File: src/rtl/core/rrl_pkg.sv
// Shared types, constants and constant tables of the ripple rainbow frame generator.
// Depends on nothing; every other file of the block imports it.
`timescale 1ns / 1ps

package rrl_pkg;

   localparam int GRID_W     = 5;
   localparam int GRID_H     = 5;
   localparam int ANGLE_BITS = 10;

   localparam int TICK_W     = 32;
   localparam int COORD_W    = 4;
   localparam int COLOR_W    = 8;
   localparam int INTERVAL_W = 10;
   localparam int CSR_ADDR_W = 2;
   localparam int CSR_DATA_W = 10;

   localparam logic [COORD_W-1:0] COL_LAST = COORD_W'(GRID_W - 1);
   localparam logic [COORD_W-1:0] ROW_LAST = COORD_W'(GRID_H - 1);

   // Time phase is bits [26-ANGLE_BITS +: ANGLE_BITS] of tick * 53403.
   localparam int              TIME_MUL_W = 16;
   localparam logic [15:0]     TIME_MUL   = 16'd53403;
   localparam int              TPH_LSB    = 26 - ANGLE_BITS;
   // tick / 10 is (tick * RECIP10) >> 35 for every 32-bit tick.
   localparam logic [31:0]     RECIP10    = 32'hCCCC_CCCD;
   localparam int              QUOT_W     = 29;

   localparam logic [7:0]      HUE_SPAN   = 8'd43;
   localparam logic [7:0]      COLOR_MAX  = 8'd255;

   localparam int SINE_DEPTH = 1 << (ANGLE_BITS - 2);
   localparam int SINE_IDX_W = ANGLE_BITS - 2;
   localparam int DANG_DEPTH = 1 << (2 * COORD_W);

   localparam int QUEUE_DEPTH = 2;
   localparam int QPTR_W      = $clog2(QUEUE_DEPTH);
   localparam int QCNT_W      = $clog2(QUEUE_DEPTH + 1);

   typedef enum logic [CSR_ADDR_W-1:0] {
      CSR_FRAME_INTERVAL,
      CSR_SATURATION,
      CSR_CENTER_COL,
      CSR_CENTER_ROW
   } csr_index_type;

   typedef enum logic [2:0] {
      HUE_RED_YELLOW,
      HUE_YELLOW_GREEN,
      HUE_GREEN_CYAN,
      HUE_CYAN_BLUE,
      HUE_BLUE_MAGENTA,
      HUE_MAGENTA_RED
   } hue_region_type;

   typedef struct packed {
      logic [INTERVAL_W-1:0] frame_interval;
      logic [COLOR_W-1:0]    saturation;
      logic [COORD_W-1:0]    center_col;
      logic [COORD_W-1:0]    center_row;
   } csr_type;

   // Per-frame values the back end needs to render one frame; the grid centre comes from the CSRs.
   typedef struct packed {
      logic [ANGLE_BITS-1:0] tphase;
      hue_region_type        region;
      logic [COLOR_W-1:0]    kp;
      logic [COLOR_W-1:0]    kq;
      logic [COLOR_W-1:0]    kt;
      logic                  sat_zero;
   } job_type;

   typedef struct packed {
      logic [COORD_W-1:0] col;
      logic [COORD_W-1:0] row;
      logic [COLOR_W-1:0] red;
      logic [COLOR_W-1:0] green;
      logic [COLOR_W-1:0] blue;
      logic               last;
   } pixel_type;

   typedef logic [COLOR_W-1:0]    sine_lut_type [SINE_DEPTH];
   typedef logic [ANGLE_BITS-1:0] dang_lut_type [DANG_DEPTH];

   // Brightness of a quarter-wave phase q, using a truncated Q30 Taylor series.
   function automatic logic [COLOR_W-1:0] sine_level(input logic [63:0] q);
      logic [63:0] x;
      logic [63:0] x2;
      logic [63:0] t3;
      logic [63:0] t5;
      logic [63:0] t7;
      logic [63:0] t9;
      logic [63:0] s;
      logic [63:0] v;
      x  = (q * 64'd1686629713) >> (ANGLE_BITS - 2);
      x2 = (x * x) >> 30;
      t3 = ((x * x2) >> 30) / 64'd6;
      t5 = ((t3 * x2) >> 30) / 64'd20;
      t7 = ((t5 * x2) >> 30) / 64'd42;
      t9 = ((t7 * x2) >> 30) / 64'd72;
      s  = x - t3 + t5 - t7 + t9;
      v  = (s * 64'd255) >> 30;
      return (v > 64'd255) ? COLOR_MAX : v[COLOR_W-1:0];
   endfunction

   // Entry i holds the level of quarter-wave phase i + 1.
   function automatic sine_lut_type build_sine_lut();
      sine_lut_type lut;
      for (int i = 0; i < SINE_DEPTH; i++) begin
         lut[i] = sine_level(64'(i + 1));
      end
      return lut;
   endfunction

   function automatic logic [63:0] isqrt64(input logic [63:0] n);
      logic [63:0] rem;
      logic [63:0] root;
      logic [63:0] bitv;
      rem  = n;
      root = '0;
      bitv = 64'h4000_0000_0000_0000;
      for (int i = 0; i < 32; i++) begin
         if (rem >= root + bitv) begin
            rem  = rem - (root + bitv);
            root = (root >> 1) + bitv;
         end else begin
            root = root >> 1;
         end
         bitv = bitv >> 2;
      end
      return root;
   endfunction

   // Distance angle indexed by {|dy|, |dx|}.
   function automatic dang_lut_type build_dang_lut();
      dang_lut_type lut;
      logic [63:0]  d2;
      logic [63:0]  root;
      logic [63:0]  ang;
      for (int dy = 0; dy < (1 << COORD_W); dy++) begin
         for (int dx = 0; dx < (1 << COORD_W); dx++) begin
            d2   = 64'(dx * dx + dy * dy);
            root = isqrt64(d2 << 32);
            ang  = (root * 64'd683565276) >> (48 - ANGLE_BITS);
            lut[dy * (1 << COORD_W) + dx] = ang[ANGLE_BITS-1:0];
         end
      end
      return lut;
   endfunction

   localparam sine_lut_type SINE_LUT = build_sine_lut();
   localparam dang_lut_type DANG_LUT = build_dang_lut();

endpackage

File: src/rtl/core/rrl_front.sv
// Front end: takes ticks, decides whether a frame is due and prepares the frame job.
// Depends on rrl_pkg; feeds rrl_queue.
`timescale 1ns / 1ps

module rrl_front import rrl_pkg::*; (
   input  logic              clock,
   input  logic              reset,
   input  logic              in_valid,
   output logic              in_ready,
   input  logic [TICK_W-1:0] in_tick,
   input  csr_type           csr,
   output logic              push,
   output job_type           push_job,
   input  logic              full
);

   typedef enum logic [2:0] {
      FR_IDLE,
      FR_MUL,
      FR_FOLD,
      FR_HUE,
      FR_REGION,
      FR_SCALE,
      FR_PUSH
   } front_state_type;

   front_state_type       state_ff;
   logic [TICK_W-1:0]     last_tick_ff;
   logic [TICK_W-1:0]     tick_ff;
   logic [QUOT_W-1:0]     quot_ff;
   logic [9:0]            sum_ff;
   logic [COLOR_W-1:0]    hue_ff;
   logic [COLOR_W-1:0]    rem_ff;
   job_type               job_ff;

   logic                  due;
   logic [TICK_W-1:0]     elapsed;
   logic [26+TIME_MUL_W-1:0] tprod;
   logic [63:0]           qprod;
   logic [ANGLE_BITS-1:0] tphase_in;
   logic [QUOT_W-1:0]     quot_in;
   logic [9:0]            sum_in;
   logic [8:0]            fold;
   logic [COLOR_W-1:0]    hue_in;
   hue_region_type        region_in;
   logic [COLOR_W-1:0]    base;
   logic [COLOR_W-1:0]    diff;
   logic [COLOR_W-1:0]    rem_in;
   logic [15:0]           sq_prod;
   logic [15:0]           st_prod;

   always_comb begin
      elapsed = in_tick - last_tick_ff;
      due     = elapsed >= TICK_W'(csr.frame_interval);

      tprod     = tick_ff[25:0] * TIME_MUL;
      tphase_in = tprod[TPH_LSB +: ANGLE_BITS];
      qprod     = 64'(tick_ff) * 64'(RECIP10);
      quot_in   = qprod[63:35];

      // The quotient modulo 255 is its byte sum modulo 255.
      sum_in = 10'(quot_ff[7:0]) + 10'(quot_ff[15:8]) + 10'(quot_ff[23:16])
             + 10'(quot_ff[28:24]);
      fold   = 9'(sum_ff[7:0]) + 9'(sum_ff[9:8]);
      hue_in = (fold >= 9'(COLOR_MAX)) ? 8'(fold - 9'(COLOR_MAX)) : fold[7:0];

      if (hue_ff < HUE_SPAN) begin
         region_in = HUE_RED_YELLOW;
         base      = 8'd0;
      end else if (hue_ff < 8'(2 * HUE_SPAN)) begin
         region_in = HUE_YELLOW_GREEN;
         base      = HUE_SPAN;
      end else if (hue_ff < 8'(3 * HUE_SPAN)) begin
         region_in = HUE_GREEN_CYAN;
         base      = 8'(2 * HUE_SPAN);
      end else if (hue_ff < 8'(4 * HUE_SPAN)) begin
         region_in = HUE_CYAN_BLUE;
         base      = 8'(3 * HUE_SPAN);
      end else if (hue_ff < 8'(5 * HUE_SPAN)) begin
         region_in = HUE_BLUE_MAGENTA;
         base      = 8'(4 * HUE_SPAN);
      end else begin
         region_in = HUE_MAGENTA_RED;
         base      = 8'(5 * HUE_SPAN);
      end
      diff   = hue_ff - base;
      rem_in = 8'(diff * 8'd6);

      sq_prod = csr.saturation * rem_ff;
      st_prod = csr.saturation * (COLOR_MAX - rem_ff);
   end

   assign in_ready = (state_ff == FR_IDLE);
   assign push     = (state_ff == FR_PUSH) && !full;
   assign push_job = job_ff;

   always_ff @(posedge clock) begin
      if (reset) begin
         state_ff     <= FR_IDLE;
         last_tick_ff <= '0;
      end else begin
         case (state_ff)
            FR_IDLE: begin
               if (in_valid && due) begin
                  last_tick_ff <= in_tick;
                  tick_ff      <= in_tick;
                  state_ff     <= FR_MUL;
               end
            end
            FR_MUL: begin
               job_ff.tphase <= tphase_in;
               quot_ff       <= quot_in;
               state_ff      <= FR_FOLD;
            end
            FR_FOLD: begin
               sum_ff   <= sum_in;
               state_ff <= FR_HUE;
            end
            FR_HUE: begin
               hue_ff   <= hue_in;
               state_ff <= FR_REGION;
            end
            FR_REGION: begin
               job_ff.region <= region_in;
               rem_ff        <= rem_in;
               state_ff      <= FR_SCALE;
            end
            FR_SCALE: begin
               job_ff.kp       <= COLOR_MAX - csr.saturation;
               job_ff.kq       <= COLOR_MAX - sq_prod[15:8];
               job_ff.kt       <= COLOR_MAX - st_prod[15:8];
               job_ff.sat_zero <= (csr.saturation == '0);
               state_ff        <= FR_PUSH;
            end
            FR_PUSH: begin
               if (!full) begin
                  state_ff <= FR_IDLE;
               end
            end
            default: begin
               state_ff <= FR_IDLE;
            end
         endcase
      end
   end

endmodule

File: src/rtl/core/rrl_queue.sv
// Short job queue between the front end and the pixel back end.
// Depends on rrl_pkg for the job type and depth.
`timescale 1ns / 1ps

module rrl_queue import rrl_pkg::*; (
   input  logic    clock,
   input  logic    reset,
   input  logic    push,
   input  job_type push_job,
   output logic    full,
   output logic    out_valid,
   output job_type out_job,
   input  logic    pop
);

   job_type            entry_ff [QUEUE_DEPTH];
   logic [QPTR_W-1:0]  wr_ptr_ff;
   logic [QPTR_W-1:0]  rd_ptr_ff;
   logic [QCNT_W-1:0]  count_ff;

   assign full      = (count_ff == QCNT_W'(QUEUE_DEPTH));
   assign out_valid = (count_ff != '0);
   assign out_job   = entry_ff[rd_ptr_ff];

   always_ff @(posedge clock) begin
      if (push) begin
         entry_ff[wr_ptr_ff] <= push_job;
      end
   end

   always_ff @(posedge clock) begin
      if (reset) begin
         wr_ptr_ff <= '0;
         rd_ptr_ff <= '0;
         count_ff  <= '0;
      end else begin
         if (push) begin
            wr_ptr_ff <= (wr_ptr_ff == QPTR_W'(QUEUE_DEPTH - 1)) ? '0 : wr_ptr_ff + 1'b1;
         end
         if (pop) begin
            rd_ptr_ff <= (rd_ptr_ff == QPTR_W'(QUEUE_DEPTH - 1)) ? '0 : rd_ptr_ff + 1'b1;
         end
         if (push && !pop) begin
            count_ff <= count_ff + 1'b1;
         end else if (pop && !push) begin
            count_ff <= count_ff - 1'b1;
         end
      end
   end

endmodule

File: src/rtl/core/rrl_back.sv
// Back end: walks the grid for one frame job and renders each pixel in a short pipeline.
// Depends on rrl_pkg for the distance and sine tables and the shared types.
`timescale 1ns / 1ps

module rrl_back import rrl_pkg::*; (
   input  logic      clock,
   input  logic      reset,
   input  logic      job_valid,
   input  job_type   job,
   output logic      job_pop,
   input  csr_type   csr,
   output logic      out_valid,
   input  logic      out_ready,
   output pixel_type out_pix
);

   logic                  busy_ff;
   logic [COORD_W-1:0]    col_ff;
   logic [COORD_W-1:0]    row_ff;
   job_type               job_ff;

   logic                  s1_valid_ff;
   logic [COORD_W-1:0]    s1_col_ff;
   logic [COORD_W-1:0]    s1_row_ff;
   logic                  s1_last_ff;
   logic [ANGLE_BITS-1:0] s1_phase_ff;

   logic                  s2_valid_ff;
   logic [COORD_W-1:0]    s2_col_ff;
   logic [COORD_W-1:0]    s2_row_ff;
   logic                  s2_last_ff;
   logic [COLOR_W-1:0]    s2_level_ff;

   logic                  out_valid_ff;
   pixel_type             out_pix_ff;

   logic                  advance;
   logic                  at_last;
   logic [COORD_W-1:0]    adx;
   logic [COORD_W-1:0]    ady;
   logic [ANGLE_BITS-1:0] phase_in;
   logic                  lit;
   logic [ANGLE_BITS-2:0] ph_low;
   logic [ANGLE_BITS-2:0] qphase;
   logic [SINE_IDX_W-1:0] sine_idx;
   logic [COLOR_W-1:0]    level_in;
   logic [15:0]           p_prod;
   logic [15:0]           q_prod;
   logic [15:0]           t_prod;
   logic [COLOR_W-1:0]    pv;
   logic [COLOR_W-1:0]    qv;
   logic [COLOR_W-1:0]    tv;
   pixel_type             pix_in;

   // The whole pipeline holds while the output register is full and not taken.
   assign advance = !out_valid_ff || out_ready;
   // A new frame starts only after the previous one has left the inner stages.
   assign job_pop = job_valid && !busy_ff && !s1_valid_ff && !s2_valid_ff;
   assign at_last = (col_ff == COL_LAST) && (row_ff == ROW_LAST);

   always_comb begin
      adx      = (col_ff >= csr.center_col) ? col_ff - csr.center_col
                                            : csr.center_col - col_ff;
      ady      = (row_ff >= csr.center_row) ? row_ff - csr.center_row
                                            : csr.center_row - row_ff;
      phase_in = DANG_LUT[{ady, adx}] - job_ff.tphase;

      // Only the open lower half-turn lights; fold it onto the quarter wave.
      lit    = (s1_phase_ff != '0) && !s1_phase_ff[ANGLE_BITS-1];
      ph_low = s1_phase_ff[ANGLE_BITS-2:0];
      if (ph_low <= (ANGLE_BITS-1)'(SINE_DEPTH)) begin
         qphase = ph_low;
      end else begin
         qphase = (ANGLE_BITS-1)'(2 * SINE_DEPTH) - ph_low;
      end
      sine_idx = SINE_IDX_W'(qphase - 1'b1);
      level_in = lit ? SINE_LUT[sine_idx] : '0;

      p_prod = s2_level_ff * job_ff.kp;
      q_prod = s2_level_ff * job_ff.kq;
      t_prod = s2_level_ff * job_ff.kt;
      pv     = p_prod[15:8];
      qv     = q_prod[15:8];
      tv     = t_prod[15:8];

      pix_in.col  = s2_col_ff;
      pix_in.row  = s2_row_ff;
      pix_in.last = s2_last_ff;
      if (job_ff.sat_zero) begin
         pix_in.red   = s2_level_ff;
         pix_in.green = s2_level_ff;
         pix_in.blue  = s2_level_ff;
      end else begin
         case (job_ff.region)
            HUE_RED_YELLOW: begin
               pix_in.red = s2_level_ff; pix_in.green = tv; pix_in.blue = pv;
            end
            HUE_YELLOW_GREEN: begin
               pix_in.red = qv; pix_in.green = s2_level_ff; pix_in.blue = pv;
            end
            HUE_GREEN_CYAN: begin
               pix_in.red = pv; pix_in.green = s2_level_ff; pix_in.blue = tv;
            end
            HUE_CYAN_BLUE: begin
               pix_in.red = pv; pix_in.green = qv; pix_in.blue = s2_level_ff;
            end
            HUE_BLUE_MAGENTA: begin
               pix_in.red = tv; pix_in.green = pv; pix_in.blue = s2_level_ff;
            end
            default: begin
               pix_in.red = s2_level_ff; pix_in.green = pv; pix_in.blue = qv;
            end
         endcase
      end
   end

   assign out_valid = out_valid_ff;
   assign out_pix   = out_pix_ff;

   always_ff @(posedge clock) begin
      if (reset) begin
         busy_ff      <= 1'b0;
         s1_valid_ff  <= 1'b0;
         s2_valid_ff  <= 1'b0;
         out_valid_ff <= 1'b0;
      end else begin
         if (job_pop) begin
            job_ff  <= job;
            busy_ff <= 1'b1;
            col_ff  <= '0;
            row_ff  <= '0;
         end
         if (advance) begin
            s1_valid_ff <= busy_ff;
            if (busy_ff) begin
               s1_col_ff   <= col_ff;
               s1_row_ff   <= row_ff;
               s1_last_ff  <= at_last;
               s1_phase_ff <= phase_in;
               if (col_ff == COL_LAST) begin
                  col_ff <= '0;
                  if (row_ff == ROW_LAST) begin
                     busy_ff <= 1'b0;
                  end else begin
                     row_ff <= row_ff + 1'b1;
                  end
               end else begin
                  col_ff <= col_ff + 1'b1;
               end
            end
            s2_valid_ff <= s1_valid_ff;
            s2_col_ff   <= s1_col_ff;
            s2_row_ff   <= s1_row_ff;
            s2_last_ff  <= s1_last_ff;
            s2_level_ff <= level_in;
            out_valid_ff <= s2_valid_ff;
            if (s2_valid_ff) begin
               out_pix_ff <= pix_in;
            end
         end
      end
   end

endmodule

File: src/rtl/core/ripple_rainbow_led_frame_generator_core.sv
// Top level of the ripple rainbow frame generator: configuration registers and wiring.
// Depends on rrl_pkg, rrl_front, rrl_queue and rrl_back.
`timescale 1ns / 1ps

// Each request carries a millisecond tick. A tick that comes less than frame_interval
// after the last frame tick is consumed and produces nothing. A due tick occupies the
// front end (time-phase and divide-by-ten multipliers, modulo-255 byte fold, hue
// region, saturation scaling) until it becomes a frame job in a two-entry queue. The
// back end renders a job as 25 pixel responses, one per cycle while rsp_tready allows,
// row by row, through a three-stage pipeline (distance table, sine table, HSV
// multipliers); tlast marks the last pixel. Configuration writes are taken at any cycle
// but should only occur while no frame is in flight.
module ripple_rainbow_led_frame_generator_core import rrl_pkg::*; (
   input  logic                  clock,
   input  logic                  reset,
   input  logic                  req_tvalid,
   output logic                  req_tready,
   input  logic [31:0]           req_tdata,   // [31:0] tick_time
   output logic                  rsp_tvalid,
   input  logic                  rsp_tready,
   output logic [31:0]           rsp_tdata,   // [3:0] pix_col, [7:4] pix_row, [15:8] red,
                                              // [23:16] green, [31:24] blue
   output logic                  rsp_tlast,
   input  logic                  csr_we,
   input  logic [CSR_ADDR_W-1:0] csr_addr,
   input  logic [CSR_DATA_W-1:0] csr_wdata
);

   csr_type   csr_ff;
   logic      job_push;
   job_type   push_job;
   logic      queue_full;
   logic      job_valid;
   job_type   queue_job;
   logic      job_pop;
   pixel_type pix;

   always_ff @(posedge clock) begin
      if (reset) begin
         csr_ff.frame_interval <= INTERVAL_W'(50);
         csr_ff.saturation     <= COLOR_MAX;
         csr_ff.center_col     <= COORD_W'(2);
         csr_ff.center_row     <= COORD_W'(2);
      end else if (csr_we) begin
         case (csr_addr)
            CSR_FRAME_INTERVAL: csr_ff.frame_interval <= csr_wdata[INTERVAL_W-1:0];
            CSR_SATURATION:     csr_ff.saturation     <= csr_wdata[COLOR_W-1:0];
            CSR_CENTER_COL:     csr_ff.center_col     <= csr_wdata[COORD_W-1:0];
            CSR_CENTER_ROW:     csr_ff.center_row     <= csr_wdata[COORD_W-1:0];
            default: begin
            end
         endcase
      end
   end

   rrl_front u_front (
      .clock    (clock),
      .reset    (reset),
      .in_valid (req_tvalid),
      .in_ready (req_tready),
      .in_tick  (req_tdata),
      .csr      (csr_ff),
      .push     (job_push),
      .push_job (push_job),
      .full     (queue_full)
   );

   rrl_queue u_queue (
      .clock     (clock),
      .reset     (reset),
      .push      (job_push),
      .push_job  (push_job),
      .full      (queue_full),
      .out_valid (job_valid),
      .out_job   (queue_job),
      .pop       (job_pop)
   );

   rrl_back u_back (
      .clock     (clock),
      .reset     (reset),
      .job_valid (job_valid),
      .job       (queue_job),
      .job_pop   (job_pop),
      .csr       (csr_ff),
      .out_valid (rsp_tvalid),
      .out_ready (rsp_tready),
      .out_pix   (pix)
   );

   assign rsp_tdata = {pix.blue, pix.green, pix.red, pix.row, pix.col};
   assign rsp_tlast = pix.last;

   a_last_at_corner: assert property (@(posedge clock) disable iff (reset)
      rsp_tvalid |-> (rsp_tlast == ((rsp_tdata[3:0] == COL_LAST)
                                    && (rsp_tdata[7:4] == ROW_LAST))))
      else $error("tlast does not match the last grid pixel");

   a_pixel_on_grid: assert property (@(posedge clock) disable iff (reset)
      rsp_tvalid |-> ((rsp_tdata[3:0] <= COL_LAST) && (rsp_tdata[7:4] <= ROW_LAST)))
      else $error("pixel coordinate outside the grid");

   a_no_push_when_full: assert property (@(posedge clock) disable iff (reset)
      job_push |-> !queue_full)
      else $error("frame job pushed into a full queue");

endmodule
File: config.mk
export PLATFORM = sky130hd
export DESIGN_NAME = ripple_rainbow_led_frame_generator_core
export DESIGN_NICKNAME = d
export VERILOG_FILES = /design/src/rtl/core/rrl_pkg.sv /design/src/rtl/core/rrl_front.sv /design/src/rtl/core/rrl_queue.sv /design/src/rtl/core/rrl_back.sv /design/src/rtl/core/ripple_rainbow_led_frame_generator_core.sv
export SDC_FILE = /design/constraint.sdc
export NUM_CORES = 2
export LEC_CHECK = 0
export BUFFER_PORTS_ARGS = -buffer_cell sky130_fd_sc_hd__buf_2
export CORE_ASPECT_RATIO = 2
export CORE_MARGIN = 2
export CORE_UTILIZATION = 45
export CTS_BUF_LIST = sky130_fd_sc_hd__clkbuf_2
export CTS_CLUSTER_SIZE = 14
export DETAILED_ROUTE_END_ITERATION = 6
export SLEW_MARGIN = 20
export SYNTH_ARGS = -nofsm -noshare
export SYNTH_HDL_FRONTEND = slang
export SYNTH_SLANG_ARGS = --single-unit
export TNS_END_PERCENT = 100
File: constraint.sdc
create_clock -name clock -period 14.3 [get_ports clock]
set_clock_uncertainty 0.2 [all_clocks]
set_input_delay 2.145 -clock clock [delete_from_list [all_inputs] [get_ports clock]]
set_output_delay 2.145 -clock clock [all_outputs]
set_load 0.01 [all_outputs]
==> reports/results.ini <==
[status]
outcome=finished with violations
violations=design-rule violations

[setup_path]
cp.arrival_ns=9.45
crit_path_end_kind=flop
r2r-start=u_front.tick_ff[11]
cp_top_family=adder cells
crit_start=u_front.tick_ff[11]
max_stage_delay_ns=0.82
cp.required_ns=15.13
cp_max_fo=11
critPathBufInv=3
r2r_setup_slack_ns=5.68
crit_type=flop to flop
cp_slowest_cell=edfxtp_1
crit_top_cell=ha_1
cp-start-kind=flop

[synthesis]
ys_seq_area_share_pct=20.1
yosysMostFrequentCell=inv_1
synth_nets=7142
yosys-mux-area-fraction_pct=2.26
synth_compound_area_share_pct=12.2
yosys.area.top_type=fa_1
synth-seq-cells=384
yosys.area_share.simple_pct=11.4
synthXorXnorAreaFrac_pct=3.44
synthTopCellsByCount=inv_1 (1048), ha_1 (750), fa_1 (649)
syn_area_um2=53900
yosys_warnings=0
synth.top_cell.area_share_pct=24.1
syn_avg_cell_area_um2=9.46
yosys.cell_types.count=93
synth_adder_area_share_pct=41.6
synthCells=5694
synth_edf_count=315
synthArstFlopShare_pct=0
synth_top_family_by_area=adder cells
synth_flop_cell=edfxtp_1
netlist_top_cells_area=fa_1 (24%), edfxtp_1 (18%), ha_1 (17%), inv_1 (7.3%), nand2_1 (3.5%)

[clock_network]
cts.clk_slew.worst_paths_ns=0.11
clkSinkCount=384
clk_latency_ns=1.32
cts_max_level=3
cts_resized=0
ctsRootBufferMaster=clkbuf_2
post-cts-setup-buffer-count=0
cts_tree=built
cts_hold_buf=0
cts_buffers=89
clk_path_buf_depth=3

[placed_design]
place_congestion=1.02
io_buffers=83
place_hpwl_um=144000

[sta]
report.final.slew_viol_count=0
period_share_pct=60.3
hold_viol=0
finalSetupTns_ns=0
setup_viol_count_final=0
max_freq_ghz=0.116
rsz0062_at_grt=false
maxSlewHeadroom_pct=21.8
worstMarginPinSlew_ns=1.15
period_needed_ns=8.62

[drt]
vias=41900
drt-initial-drc-count=2621
finalWirelength_um=175000
drt_pass1_iterations=7
via_per_inst=5.71
ant_nets=0
drc_errors=22
wire_per_inst_um=23.8

[global_route]
grt_pass1_wl_um=264000
grtUsageTotal_pct=28.8
grt_pass1_vias=44600
antenna_found_initial=7
globalRouteOverflowTotal=0
grt_max_degree=63

[floorplanning]
dieWidth_um=249
ios=84
core_um2=119000
fp-row-count=179
die_y_um=493
start_util_pct=45.3
die_area_um2=123000

[flow_run]
cap_violations=0

[final_layout]
fillCellCount=11400
drive_gt1_share_pct=7.08
area_growth_pct=5.80
layout.nets=7166

[min_path]
hp-start=u_back.s2_row_ff[2]
hold_class=flop to flop

[cell type report]
| class | instances | area, µm² | area share (%) |
|---|---|---|---|
| sequential | 384 | 10800 | 19.0 |
| inverter | 1055 | 3960 | 6.95 |
| multi-input combinational | 4033 | 38300 | 67.3 |
| clock inverter | 42 | 320 | 0.562 |
| tap | 1538 | 1920 | 3.38 |
| clock buffer | 122 | 611 | 1.07 |
| antenna | 4 | 10.0 | 0.0176 |
| timing repair buffer | 155 | 963 | 1.69 |
[worst paths after layout]
check | endpoint | cells after the start
min reg2reg | u_back.out_pix[27] | 0
max reg2reg | u_front.quot_ff[21] | 25
max | u_front.quot_ff[21] | 25
min | u_back.out_pix[27] | 0
[layer usage]
| layer | routed length, µm | part of all wire [%] | global-route usage [%] | up-vias |
|---|---|---|---|---|
| li1 | - | - | - | 19100 |
| met1 | 54400 | 31 | 26.1 | 20700 |
| met2 | 95400 | 55 | 55.9 | 1395 |
| met3 | 7090 | 4.1 | 3.61 | 595 |
| met4 | 17800 | 10 | 24.9 | 2 |
| met5 | 13 | 0.0074 | 0 | - |
[kinds of logic (layout without fill, tap and decap cells)]
group,count (synthesis),in the layout
buffers and inverters,1277,1374
AO/OA/AOI/OAI,1010,1010
adder cells (fa/ha/maj),1399,1399
other,0,4
AND/OR/NAND/NOR,1300,1300
XOR/XNOR,210,210
multiplexers,114,114
flip-flops,384,384
[flip-flops by register name, indices dropped and copies added (netlist names), 8 cells and up]
signal                cells
u_back.s2_level_ff        8
u_front.quot_ff          29
u_back.out_pix           33
u_front.last_tick_ff     32
u_front.push_job         38
u_front.sum_ff           10
u_front.tick_ff          32
u_queue.entry_ff         76
csr_ff                   26
u_back.job_ff            38
u_front.hue_ff            8
u_back.s1_phase_ff       10
[cell usage in the layout, fill, tap and decap left out, drive strengths merged, types with 62 or more instances in the layout]
master	count
clkbuf	122
nor3	76
inv	1051
a21o	90
nand2b	63
xnor2	116
o21ai	207
fa	649
mux2i	62
xor2	94
buf	155
ha	750
dfxtp	69
and2	134
edfxtp	315
nand2	497
nor2	273
nand3	88
a21oi	279
[worst reg2reg max path, cell delays in order (launching register included)]
cell       delay, ns
edfxtp_1        0.82
ha_1            0.47
ha_1            0.44
xor2_1          0.18
ha_1            0.21
a21oi_1         0.54
fa_1            0.60
inv_1           0.11
fa_1            0.42
ha_1            0.31
fa_1            0.48
inv_1           0.05
fa_1            0.47
inv_1           0.04
ha_1            0.32
a21o_1          0.19
a31oi_1         0.27
nor3_1          0.08
a2111oi_0       0.34
o21ai_0         0.20
o311a_1         0.40
a21o_1          0.25
a21oi_1         0.36
o21bai_1        0.15
a311oi_1        0.35
xnor2_1         0.11
[per-stage QoR]
stage                     area, µm²  util (%)  hold slack [ns]  cells  setup WS [ns]
after floorplan               53900         -            0.200   5694           6.79
after CTS                     56900      47.9            0.232   7328           5.64
after global routing          57000      47.9            0.232   7332           5.20
final                         57000      47.9            0.221   7333           5.68
after detailed placement      56000      47.1            0.207   7164           5.68
after global placement        56000      47.1            0.202   7164           5.88
Power is left out: the tool's default activity adds up to more than one toggle a clock period on the data nets, which glitch-free logic cannot reach.
